`config.mk`:
```
export PLATFORM = sky130hd
export DESIGN_NAME = battery_charge_stage_controller_flat
export DESIGN_NICKNAME = d
export VERILOG_FILES = /design/src/rtl/core/bcsc_pkg.sv /design/src/rtl/core/bcsc_if.sv /design/src/rtl/core/bcsc_cutoff.sv /design/src/rtl/core/bcsc_step.sv /design/src/rtl/core/battery_charge_stage_controller.sv /design/src/flat_wrapper.sv
export VERILOG_INCLUDE_DIRS = /design/src /design/src/rtl/core
export SDC_FILE = /design/constraint.sdc
export NUM_CORES = 1
export LEC_CHECK = 0
export BUFFER_PORTS_ARGS = -buffer_cell sky130_fd_sc_hd__buf_4
export CAP_MARGIN = 10
export CORE_ASPECT_RATIO = 1.1
export CORE_MARGIN = 2
export CORE_UTILIZATION = 35
export DETAILED_ROUTE_END_ITERATION = 16
export GPL_ROUTABILITY_DRIVEN = 1
export GPL_TIMING_DRIVEN = 0
export RECOVER_POWER = 50
export SLEW_MARGIN = 20
export SYNTH_ARGS = -nofsm -noshare
export SYNTH_HDL_FRONTEND = slang
export SYNTH_HIERARCHICAL = 1
export SYNTH_SLANG_ARGS = --single-unit
```
`constraint.sdc`:
```
create_clock -name i_clk -period 13.4 [get_ports i_clk]
set_clock_uncertainty 0.15 [all_clocks]
set_input_delay 0.67 -clock i_clk [delete_from_list [all_inputs] [get_ports i_clk]]
set_output_delay 0.67 -clock i_clk [all_outputs]
set_load 0.05 [all_outputs]
```
`src/rtl/core/battery_charge_stage_controller_assert.svh`:
```
// Assertion macros used by the stage machine (bcsc_step) of the battery charge stage controller
`ifndef BATTERY_CHARGE_STAGE_CONTROLLER_ASSERT_SVH
`define BATTERY_CHARGE_STAGE_CONTROLLER_ASSERT_SVH

// Same-cycle implication, clocked on i_clk, off while i_rst_n is low
`define BCSC_ASSERT_SAME(label, ante, cons) \
    label: assert property (@(posedge i_clk) disable iff (!i_rst_n) (ante) |-> (cons)) \
        else $error("bcsc: same-cycle check failed");

// Next-cycle implication, clocked on i_clk, off while i_rst_n is low
`define BCSC_ASSERT_NEXT(label, ante, cons) \
    label: assert property (@(posedge i_clk) disable iff (!i_rst_n) (ante) |=> (cons)) \
        else $error("bcsc: next-cycle check failed");

`endif

```
`src/rtl/core/bcsc_pkg.sv`:
```
// Package: types and constants of the battery charge stage controller
`timescale 1ns / 1ps

package bcsc_pkg;

    localparam int VOLT_W  = 12;
    localparam int TEMP_W  = 8;
    localparam int CUT_W   = 11;
    localparam int ABOVE_W = 6;
    localparam int LOWC_W  = 8;
    localparam int MODE_W  = 3;
    localparam int OVR_W   = 2;

    typedef enum logic [1:0] {
        STG_WAIT_BACK = 2'd0,
        STG_WAIT_BATT = 2'd1,
        STG_CC        = 2'd2,
        STG_FULL      = 2'd3
    } t_stage;

    localparam logic [MODE_W-1:0] MODE_STANDBY = 3'd0;
    localparam logic [MODE_W-1:0] MODE_SEALED  = 3'd1;
    localparam logic [MODE_W-1:0] MODE_AGM     = 3'd2;
    localparam logic [MODE_W-1:0] MODE_LITHIUM = 3'd3;
    localparam logic [MODE_W-1:0] MODE_SIXV    = 3'd4;

    localparam logic [OVR_W-1:0] OVR_NONE = 2'd0;
    localparam logic [OVR_W-1:0] OVR_BATT = 2'd1;
    localparam logic [OVR_W-1:0] OVR_BACK = 2'd2;

    localparam logic [ABOVE_W-1:0] ABOVE_LIMIT     = 6'd30;
    localparam logic [ABOVE_W-1:0] ABOVE_MAX       = 6'd63;
    localparam logic [LOWC_W-1:0]  LOW_LIMIT_LONG  = 8'd200;
    localparam logic [LOWC_W-1:0]  LOW_LIMIT_SHORT = 8'd30;
    localparam logic [LOWC_W-1:0]  LOWC_MAX        = 8'd255;
    localparam logic [VOLT_W-1:0]  LEAD_LOW_LEVEL  = 12'd1250;
    localparam logic [VOLT_W-1:0]  SIXV_LOW_LEVEL  = 12'd500;
    localparam logic [CUT_W-1:0]   SIXV_CUTOFF     = 11'd700;

    localparam logic [CUT_W-1:0]   LEAD_BASE = 11'd1440;
    localparam logic [CUT_W-1:0]   LEAD_MAX  = 11'd1500;
    localparam logic [CUT_W-1:0]   LEAD_MIN  = 11'd1410;
    localparam logic [CUT_W:0]     LI_BASE   = 12'd1460;
    localparam logic [CUT_W:0]     LI_MAX    = 12'd1480;
    localparam logic [CUT_W:0]     LI_MIN    = 12'd1400;
    localparam logic [TEMP_W:0]    NOMINAL_TEMP = 9'd25;

    // -1.8/degC as 9/5: x/5 = (x * 6554) >> 15, exact for x below 1400
    localparam logic [3:0]  LEAD_MUL    = 4'd9;
    localparam logic [12:0] DIV5_RECIP  = 13'd6554;
    localparam int          DIV5_SHIFT  = 15;

    typedef struct packed {
        logic [VOLT_W-1:0]        battery_voltage;
        logic signed [TEMP_W-1:0] temperature;
        logic                     fault_present;
        logic [OVR_W-1:0]         stage_override;
    } t_item;

    typedef struct packed {
        logic [CUT_W-1:0] lead;
        logic [CUT_W-1:0] li;
    } t_cutoffs;

    typedef struct packed {
        logic       charge_enable;
        logic       high_current;
        logic [1:0] charge_stage;
    } t_result;

endpackage

```
`src/rtl/core/bcsc_if.sv`:
```
// Interfaces: input tick channel and result channel
`timescale 1ns / 1ps

interface bcsc_in_if;
    import bcsc_pkg::*;

    logic                     valid;
    logic                     ready;
    logic [VOLT_W-1:0]        battery_voltage;
    logic signed [TEMP_W-1:0] temperature;
    logic                     fault_present;
    logic [OVR_W-1:0]         stage_override;

    modport source (
        output valid, battery_voltage, temperature, fault_present, stage_override,
        input  ready
    );
    modport sink (
        input  valid, battery_voltage, temperature, fault_present, stage_override,
        output ready
    );
endinterface

interface bcsc_out_if;
    logic       valid;
    logic       ready;
    logic       charge_enable;
    logic       high_current;
    logic [1:0] charge_stage;

    modport source (
        output valid, charge_enable, high_current, charge_stage,
        input  ready
    );
    modport sink (
        input  valid, charge_enable, high_current, charge_stage,
        output ready
    );
endinterface

```
`src/rtl/core/bcsc_cutoff.sv`:
```
// Temperature-compensated cutoff voltages for lead-acid and lithium modes
`timescale 1ns / 1ps

module bcsc_cutoff (
    input  logic signed [bcsc_pkg::TEMP_W-1:0] i_temperature,
    output bcsc_pkg::t_cutoffs                 o_cutoffs
);
    import bcsc_pkg::*;

    logic [TEMP_W:0]   d;
    logic              d_neg;
    logic [TEMP_W-1:0] mag;
    logic [CUT_W-1:0]  mag9;
    logic [23:0]       prod;
    logic [8:0]        q;
    logic [CUT_W-1:0]  lead_raw;
    logic [CUT_W:0]    li_raw;

    // d = temperature - 25, range -153..102
    assign d     = {i_temperature[TEMP_W-1], i_temperature} - NOMINAL_TEMP;
    assign d_neg = d[TEMP_W];
    assign mag   = d_neg ? TEMP_W'(-d) : TEMP_W'(d);

    // trunc(-18d/10) = -sign(d) * floor(9|d|/5)
    assign mag9 = CUT_W'(mag) * CUT_W'(LEAD_MUL);
    assign prod = 24'(mag9) * 24'(DIV5_RECIP);
    assign q    = 9'(prod >> DIV5_SHIFT);

    assign lead_raw = d_neg ? LEAD_BASE + CUT_W'(q) : LEAD_BASE - CUT_W'(q);
    assign li_raw   = d_neg ? LI_BASE + {2'b00, mag, 2'b00} : LI_BASE - {2'b00, mag, 2'b00};

    always_comb begin
        if (lead_raw > LEAD_MAX) begin
            o_cutoffs.lead = LEAD_MAX;
        end else if (lead_raw < LEAD_MIN) begin
            o_cutoffs.lead = LEAD_MIN;
        end else begin
            o_cutoffs.lead = lead_raw;
        end

        if (li_raw > LI_MAX) begin
            o_cutoffs.li = CUT_W'(LI_MAX);
        end else if (li_raw < LI_MIN) begin
            o_cutoffs.li = CUT_W'(LI_MIN);
        end else begin
            o_cutoffs.li = CUT_W'(li_raw);
        end
    end

endmodule

```
`src/rtl/core/bcsc_step.sv`:
```
// Stage machine with per-mode counters and latched cutoffs
`timescale 1ns / 1ps
`include "battery_charge_stage_controller_assert.svh"

module bcsc_step (
    input  logic                          i_clk,
    input  logic                          i_rst_n,
    input  logic                          i_fire,
    input  logic [bcsc_pkg::MODE_W-1:0]   i_mode,
    input  bcsc_pkg::t_item               i_item,
    input  bcsc_pkg::t_cutoffs            i_cutoffs,
    output bcsc_pkg::t_result             o_result
);
    import bcsc_pkg::*;

    t_stage              r_stage;
    logic [ABOVE_W-1:0]  r_sealed_above, r_agm_above, r_li_above, r_sixv_above;
    logic [LOWC_W-1:0]   r_sealed_low, r_agm_low, r_sixv_low;
    logic [CUT_W-1:0]    r_sealed_cut, r_agm_cut, r_li_cut;

    t_stage              stg_pre;
    logic                active;
    logic                has_low;
    logic [ABOVE_W-1:0]  cur_above;
    logic [LOWC_W-1:0]   cur_low;
    logic [CUT_W-1:0]    cur_cut;
    logic [CUT_W-1:0]    latch_cut;
    logic [VOLT_W-1:0]   low_level;
    logic [LOWC_W-1:0]   low_limit;

    t_stage              n_stage;
    logic [ABOVE_W-1:0]  n_above;
    logic [LOWC_W-1:0]   n_low;
    logic [CUT_W-1:0]    n_cut;

    logic                fire_back;
    logic                li_full_hold;
    logic                cc_or_full;

    // override first, then per-mode selection
    always_comb begin
        if (i_item.stage_override == OVR_BATT) begin
            stg_pre = STG_WAIT_BATT;
        end else if (i_item.stage_override == OVR_BACK) begin
            stg_pre = STG_WAIT_BACK;
        end else begin
            stg_pre = r_stage;
        end

        active    = 1'b1;
        has_low   = 1'b1;
        cur_above = '0;
        cur_low   = '0;
        cur_cut   = '0;
        latch_cut = '0;
        low_level = '0;
        low_limit = '0;
        case (i_mode)
            MODE_SEALED: begin
                cur_above = r_sealed_above;
                cur_low   = r_sealed_low;
                cur_cut   = r_sealed_cut;
                latch_cut = i_cutoffs.lead;
                low_level = LEAD_LOW_LEVEL;
                low_limit = LOW_LIMIT_LONG;
            end
            MODE_AGM: begin
                cur_above = r_agm_above;
                cur_low   = r_agm_low;
                cur_cut   = r_agm_cut;
                latch_cut = i_cutoffs.lead;
                low_level = LEAD_LOW_LEVEL;
                low_limit = LOW_LIMIT_SHORT;
            end
            MODE_LITHIUM: begin
                cur_above = r_li_above;
                cur_cut   = r_li_cut;
                latch_cut = i_cutoffs.li;
                has_low   = 1'b0;
            end
            MODE_SIXV: begin
                cur_above = r_sixv_above;
                cur_low   = r_sixv_low;
                cur_cut   = SIXV_CUTOFF;
                latch_cut = SIXV_CUTOFF;
                low_level = SIXV_LOW_LEVEL;
                low_limit = LOW_LIMIT_LONG;
            end
            default: begin
                active  = 1'b0;
                has_low = 1'b0;
            end
        endcase
    end

    // next state
    always_comb begin
        n_stage = stg_pre;
        n_above = cur_above;
        n_low   = cur_low;
        n_cut   = cur_cut;
        if (active) begin
            case (stg_pre)
                STG_WAIT_BACK: begin
                    n_above = '0;
                    n_low   = '0;
                end
                STG_WAIT_BATT: begin
                    n_cut = latch_cut;
                    if (!i_item.fault_present) begin
                        n_stage = STG_CC;
                        n_above = '0;
                        n_low   = '0;
                    end
                end
                STG_CC: begin
                    if (i_item.battery_voltage > {1'b0, cur_cut}) begin
                        if (cur_above > ABOVE_LIMIT) begin
                            n_stage = STG_FULL;
                        end
                        if (cur_above < ABOVE_MAX) begin
                            n_above = cur_above + 1'b1;
                        end
                    end
                end
                STG_FULL: begin
                    if (has_low && (i_item.battery_voltage < low_level)) begin
                        if (cur_low > low_limit) begin
                            n_stage = STG_CC;
                            n_low   = '0;
                            n_above = '0;
                        end else if (cur_low < LOWC_MAX) begin
                            n_low = cur_low + 1'b1;
                        end
                    end
                end
                default: begin
                    n_stage = stg_pre;
                end
            endcase
        end
    end

    // outputs
    always_comb begin
        o_result.charge_enable = 1'b0;
        o_result.high_current  = 1'b0;
        o_result.charge_stage  = n_stage;
        if (active) begin
            case (stg_pre)
                STG_CC: begin
                    o_result.charge_enable = 1'b1;
                    o_result.high_current  = 1'b1;
                end
                STG_FULL: begin
                    o_result.high_current = 1'b1;
                end
                default: begin
                    o_result.charge_enable = 1'b0;
                end
            endcase
        end
    end

    always_ff @(posedge i_clk) begin
        if (!i_rst_n) begin
            r_stage        <= STG_WAIT_BATT;
            r_sealed_above <= '0;
            r_sealed_low   <= '0;
            r_sealed_cut   <= '0;
            r_agm_above    <= '0;
            r_agm_low      <= '0;
            r_agm_cut      <= '0;
            r_li_above     <= '0;
            r_li_cut       <= '0;
            r_sixv_above   <= '0;
            r_sixv_low     <= '0;
        end else if (i_fire) begin
            r_stage <= n_stage;
            case (i_mode)
                MODE_SEALED: begin
                    r_sealed_above <= n_above;
                    r_sealed_low   <= n_low;
                    r_sealed_cut   <= n_cut;
                end
                MODE_AGM: begin
                    r_agm_above <= n_above;
                    r_agm_low   <= n_low;
                    r_agm_cut   <= n_cut;
                end
                MODE_LITHIUM: begin
                    r_li_above <= n_above;
                    r_li_cut   <= n_cut;
                end
                MODE_SIXV: begin
                    r_sixv_above <= n_above;
                    r_sixv_low   <= n_low;
                end
                default: begin
                end
            endcase
        end
    end

    assign fire_back    = i_fire && (i_item.stage_override == OVR_BACK);
    assign li_full_hold = i_fire && (i_mode == MODE_LITHIUM) && (r_stage == STG_FULL)
                          && (i_item.stage_override == OVR_NONE);
    assign cc_or_full   = (n_stage == STG_CC) || (n_stage == STG_FULL);

    `BCSC_ASSERT_NEXT(a_stage_hold, !i_fire, $stable(r_stage))
    `BCSC_ASSERT_NEXT(a_force_back, fire_back, r_stage == STG_WAIT_BACK)
    `BCSC_ASSERT_NEXT(a_li_stays_full, li_full_hold, r_stage == STG_FULL)
    `BCSC_ASSERT_SAME(a_enable_in_cc, i_fire && o_result.charge_enable, (stg_pre == STG_CC) && cc_or_full)

endmodule

```
`src/rtl/core/battery_charge_stage_controller.sv`:
```
// Top level: battery charge stage controller with input and result registers
//
//  channel | dir | carries
//  --------+-----+------------------------------------------------------------
//  i_in    | in  | battery_voltage, temperature, fault_present, stage_override
//  o_out   | out | charge_enable, high_current, charge_stage
//  i_cfg_* | in  | battery_mode write (enable + data)
//
//  One transaction per cycle while o_out is ready; path: input register, then result register.
//  The stage and counters update in the single pass between input and result register.
//  Synchronous active-low reset: stage wait-battery, counters and cutoffs zero, mode standby.
//  A stalled result holds in the output register; input register keeps accepting when it drains.
`timescale 1ns / 1ps

module battery_charge_stage_controller (
    input  logic                        i_clk,
    input  logic                        i_rst_n,
    input  logic                        i_cfg_wr_en,
    input  logic [bcsc_pkg::MODE_W-1:0] i_cfg_wr_data,
    bcsc_in_if.sink                     i_in,
    bcsc_out_if.source                  o_out
);
    import bcsc_pkg::*;

    logic [MODE_W-1:0] r_mode;
    logic              r_in_valid;
    t_item             r_in;
    logic              r_out_valid;
    t_result           r_out;

    logic              out_free;
    logic              fire;
    t_cutoffs          cutoffs;
    t_result           n_result;

    assign out_free   = !r_out_valid || o_out.ready;
    assign fire       = r_in_valid && out_free;
    assign i_in.ready = !r_in_valid || fire;

    bcsc_cutoff u_cutoff (
        .i_temperature (r_in.temperature),
        .o_cutoffs     (cutoffs)
    );

    bcsc_step u_step (
        .i_clk     (i_clk),
        .i_rst_n   (i_rst_n),
        .i_fire    (fire),
        .i_mode    (r_mode),
        .i_item    (r_in),
        .i_cutoffs (cutoffs),
        .o_result  (n_result)
    );

    always_ff @(posedge i_clk) begin
        if (!i_rst_n) begin
            r_mode      <= MODE_STANDBY;
            r_in_valid  <= 1'b0;
            r_out_valid <= 1'b0;
        end else begin
            if (i_cfg_wr_en) begin
                r_mode <= i_cfg_wr_data;
            end
            if (i_in.ready) begin
                r_in_valid <= i_in.valid;
            end
            if (out_free) begin
                r_out_valid <= r_in_valid;
            end
        end
    end

    always_ff @(posedge i_clk) begin
        if (i_in.valid && i_in.ready) begin
            r_in.battery_voltage <= i_in.battery_voltage;
            r_in.temperature     <= i_in.temperature;
            r_in.fault_present   <= i_in.fault_present;
            r_in.stage_override  <= i_in.stage_override;
        end
        if (fire) begin
            r_out <= n_result;
        end
    end

    assign o_out.valid         = r_out_valid;
    assign o_out.charge_enable = r_out.charge_enable;
    assign o_out.high_current  = r_out.high_current;
    assign o_out.charge_stage  = r_out.charge_stage;

endmodule

```
`src/flat_wrapper.sv`:
```
// flat-port wrapper written by rule: the top's interface ports become plain ports
module battery_charge_stage_controller_flat import bcsc_pkg::*;
  (i_clk, i_rst_n, i_cfg_wr_en, i_cfg_wr_data, i_in_valid, i_in_battery_voltage, i_in_temperature, i_in_fault_present, i_in_stage_override, i_in_ready, o_out_valid, o_out_charge_enable, o_out_high_current, o_out_charge_stage, o_out_ready);
  bcsc_in_if i_in_i ();
  bcsc_out_if o_out_i ();
  input  logic i_clk;
  input  logic i_rst_n;
  input  logic i_cfg_wr_en;
  input  logic [bcsc_pkg::MODE_W-1:0] i_cfg_wr_data;
  input wire logic [$bits(i_in_i.valid)-1:0] i_in_valid;
  input wire logic [$bits(i_in_i.battery_voltage)-1:0] i_in_battery_voltage;
  input wire logic [$bits(i_in_i.temperature)-1:0] i_in_temperature;
  input wire logic [$bits(i_in_i.fault_present)-1:0] i_in_fault_present;
  input wire logic [$bits(i_in_i.stage_override)-1:0] i_in_stage_override;
  output wire logic [$bits(i_in_i.ready)-1:0] i_in_ready;
  output wire logic [$bits(o_out_i.valid)-1:0] o_out_valid;
  output wire logic [$bits(o_out_i.charge_enable)-1:0] o_out_charge_enable;
  output wire logic [$bits(o_out_i.high_current)-1:0] o_out_high_current;
  output wire logic [$bits(o_out_i.charge_stage)-1:0] o_out_charge_stage;
  input wire logic [$bits(o_out_i.ready)-1:0] o_out_ready;
  assign i_in_i.valid = i_in_valid;
  assign i_in_i.battery_voltage = i_in_battery_voltage;
  assign i_in_i.temperature = i_in_temperature;
  assign i_in_i.fault_present = i_in_fault_present;
  assign i_in_i.stage_override = i_in_stage_override;
  assign i_in_ready = i_in_i.ready;
  assign o_out_valid = o_out_i.valid;
  assign o_out_charge_enable = o_out_i.charge_enable;
  assign o_out_high_current = o_out_i.high_current;
  assign o_out_charge_stage = o_out_i.charge_stage;
  assign o_out_i.ready = o_out_ready;
  battery_charge_stage_controller u_core (.i_clk(i_clk), .i_rst_n(i_rst_n), .i_cfg_wr_en(i_cfg_wr_en), .i_cfg_wr_data(i_cfg_wr_data), .i_in(i_in_i), .o_out(o_out_i));
endmodule
```
==> metrics <==
post-layout min period=around 13000 ps; share of the synthesized area in the top cell type=0.164; GP Congestion=~0.9; total setup buffers inserted after CTS=0; Setup TNS=0 ps; Reg2Reg Depth=between 40 and 50; die width=171 um; Post-synth EDFFs=27; post-route ant nets=0; # diodes=0; Hold Path Class=in -> reg; WHS Endpoint=u_core/r_in[8]; GRT Overall Usage=0.201; slowest stage cell, crit path=fa_1; DPL Wire Length=~24000 um; start point of the worst hold path=i_in_temperature[5]; Yosys top cell by area=dfxtp_1; largest net degree at the start of global routing=21; syn_area_per_cell=around 8.4 um2; first-pass GRT wire length=between 50000 and 60000 um; Worst path max stage delay=590 ps; register area share after synthesis=0.239; Cells after Synth=~1300; antenna violations before repair=0; Clk pin slew, worst setup/hold paths=about 60 ps; reg2reg end=u_core/u_step/r_agm_cut[4]; RSZ-0062 raised after global routing=no; utilization after layout=0.402; routed via count=between 9000 and 10000; total CTS buffers=17; initial core utilization=0.354; crit-path leading delay family=adder cells; Crit Path Category=reg -> reg; Synth Flop Type=dfxtp_1; Layout Area Growth over Synthesis=13.4%; Nets=1504; vias in the first global route=9657; Synth Register Bits=about 120; Fmax=about 80 MHz; Netlist cell types=around 100; Post-CTS Hold Buffers=0; area of the core=30300 um2; hold_ws=290 ps; Post-Route WL=about 32000 um; grt met3 use=0.0291; die area=32100 um2; GRT busiest layer=met2; met1 Track Usage GR=0.262; FF-to-FF setup slack=approximately 870 ps; Setup WS pre-CTS=between 500 and 600 ps; most frequent CP cell=o21ai_0; WL per Instance=around 18 um; required time worst endpoint=between 10000 and 15000 ps; Ports=37; crit path buf inv count=7; top cells by area, synth=dfxtp_1 (16%), ha_1 (12%), edfxtp_1 (7.5%); fraction of registers with async set/reset=0; worst relative slew slack=0.123; crit share post-route=0.935; drt initial violations=between 700 and 800; WHS Path Cells=1; Ys Warns=6; Root Buffer=clkbuf_16; status=completed; Die Height=roughly 190 um; MaxCap Viol Count=0; Worst EP arrival=between 10000 and 15000 ps; share of cells above drive strength 1=0.108; met2 Usage GRT=0.339; H-tree depth=4; max-slew violations=0; Worst-Margin Slew=~1300 ps; Worst Slack Setup Final=around 870 ps; Core Rows=67; fillcell total=approximately 3100; Overflow after GRT=0; Remaining DRCs=0; crit start category=flop; Syn Std Cell Area=between 10000 and 15000 um2; endpoint type of the worst setup path=flop; final setup vio count=0; Worst-Skew Late Latency=approximately 420 ps; Hold Violations, Final=0; crit-path max FO=10; clk sinks=115; buffers added on ports=36; clock tree buffer depth=2; r2r startpoint=u_core/r_in[3]; CTS tree=done; drt pass-1 iters=5; drt via density=about 5.6
[cells in the final DEF, fill, tap and decap left out, types with 16 or more instances in the layout]
cell type and instances:
clkbuf_4 21, xnor2_1 24, o21ai_1 17, nor3_1 25, nor2b_1 19, edfxtp_1 27
nand3_1 58, clkbuf_1 58, nor2_1 57, dfxtp_1 88, nand2_1 109, a31oi_1 21
and2_1 37, a21oi_1 49, clkbuf_16 18, o31ai_1 16, fa_1 31, a21o_1 28
ha_1 104, mux2_2 20, buf_4 18, mux2i_1 17, inv_1 96, o21ai_0 87
[registers in the layout, summed over array words and instances (netlist names)]
name / count
u_core/r_in_valid: 1
u_core/o_out.charge_enable: 1
u_core/u_step/r_agm_cut: 11
u_core/o_out.charge_stage: 2
u_core/u_step/r_agm_above: 6
u_core/o_out.valid: 1
u_core/u_step/r_sealed_low: 8
u_core/o_out.high_current: 1
u_core/u_step/r_agm_low: 8
u_core/u_step/r_li_cut: 11
u_core/u_step/r_stage: 2
u_core/u_step/r_sealed_above: 6
u_core/u_step/r_sixv_low: 8
u_core/u_step/r_sealed_cut: 11
u_core/u_step/r_li_above: 6
u_core/r_in: 23
u_core/r_mode: 3
u_core/u_step/r_sixv_above: 6
[worst max path at each step]
stage                   startpoint                          to  slack, ps  depth (start not counted)
floorplan           u_core/r_in[3]  u_core/u_step/r_agm_cut[2]       2810                         45
global placement    u_core/r_in[3]  u_core/u_step/r_agm_cut[4]        700                         45
detailed placement  u_core/r_in[3]  u_core/u_step/r_agm_cut[4]        580                         45
CTS                 u_core/r_in[3]  u_core/u_step/r_agm_cut[4]        510                         45
global route        u_core/r_in[3]   u_core/u_step/r_li_cut[3]         10                         47
finish              u_core/r_in[3]  u_core/u_step/r_agm_cut[4]        870                         45
[routing by layer]
metal / part of all wire / vias up / routed length, um
li1: - / 4797 / -
met1: 0.44 / 4713 / 14100
met2: 0.48 / 336 / 15200
met3: 0.056 / 50 / 1770
met4: 0.024 / 0 / 771
met5: 0 / - / 0
[synthesized netlist by cell type (14+ instances only)]
cell / instances
xnor2_1: 25
a21o_1: 28
a21oi_1: 49
a22oi_1: 14
nor2b_1: 18
o21ai_1: 17
fa_1: 31
dfxtp_1: 88
and2_1: 43
nand2_1: 109
nor2_1: 57
mux2_2: 20
nor3_1: 25
inv_1: 96
o21ai_0: 87
clkbuf_1: 42
edfxtp_1: 27
o31ai_1: 16
o211ai_1: 15
nand3_1: 58
a31oi_1: 21
ha_1: 104
mux2i_1: 17
[through the flow]
step	std cells	cell area [um2]
3_5_place_dp	1733	11600
3_3_place_gp	1732	11600
6_report	1765	12200
2_1_floorplan	1282	10800
5_1_grt	1765	12200
4_1_cts	1765	12300
[area by class of cell]
class | instances | area, um2 | area share
multi-input combinational | 995 | 7500 | 0.615
timing repair buffer | 37 | 240 | 0.0197
sequential | 115 | 2570 | 0.211
buffer | 72 | 337 | 0.0276
tap | 414 | 518 | 0.0425
clock buffer | 19 | 454 | 0.0373
clock inverter | 13 | 193 | 0.0158
inverter | 100 | 375 | 0.0308
[cell families after synthesis]
group	count (synthesis)	synth area share
simple gates	414	0.206
compound gates	365	0.240
buf+inv	172	0.0669
fa+ha+maj	135	0.179
flops	115	0.239
mux	37	0.0368
xor+xnor	35	0.0314
other cells	2	0.000699
[timing repair]
action | CTS | global route
hold endpoints to repair | 0 | 0
gates resized for setup | 0 | 2
endpoints found under the setup margin | 0 | 18
Power is left out: the tool's default activity adds up to more than one toggle a clock period on the data nets, which glitch-free logic cannot reach.
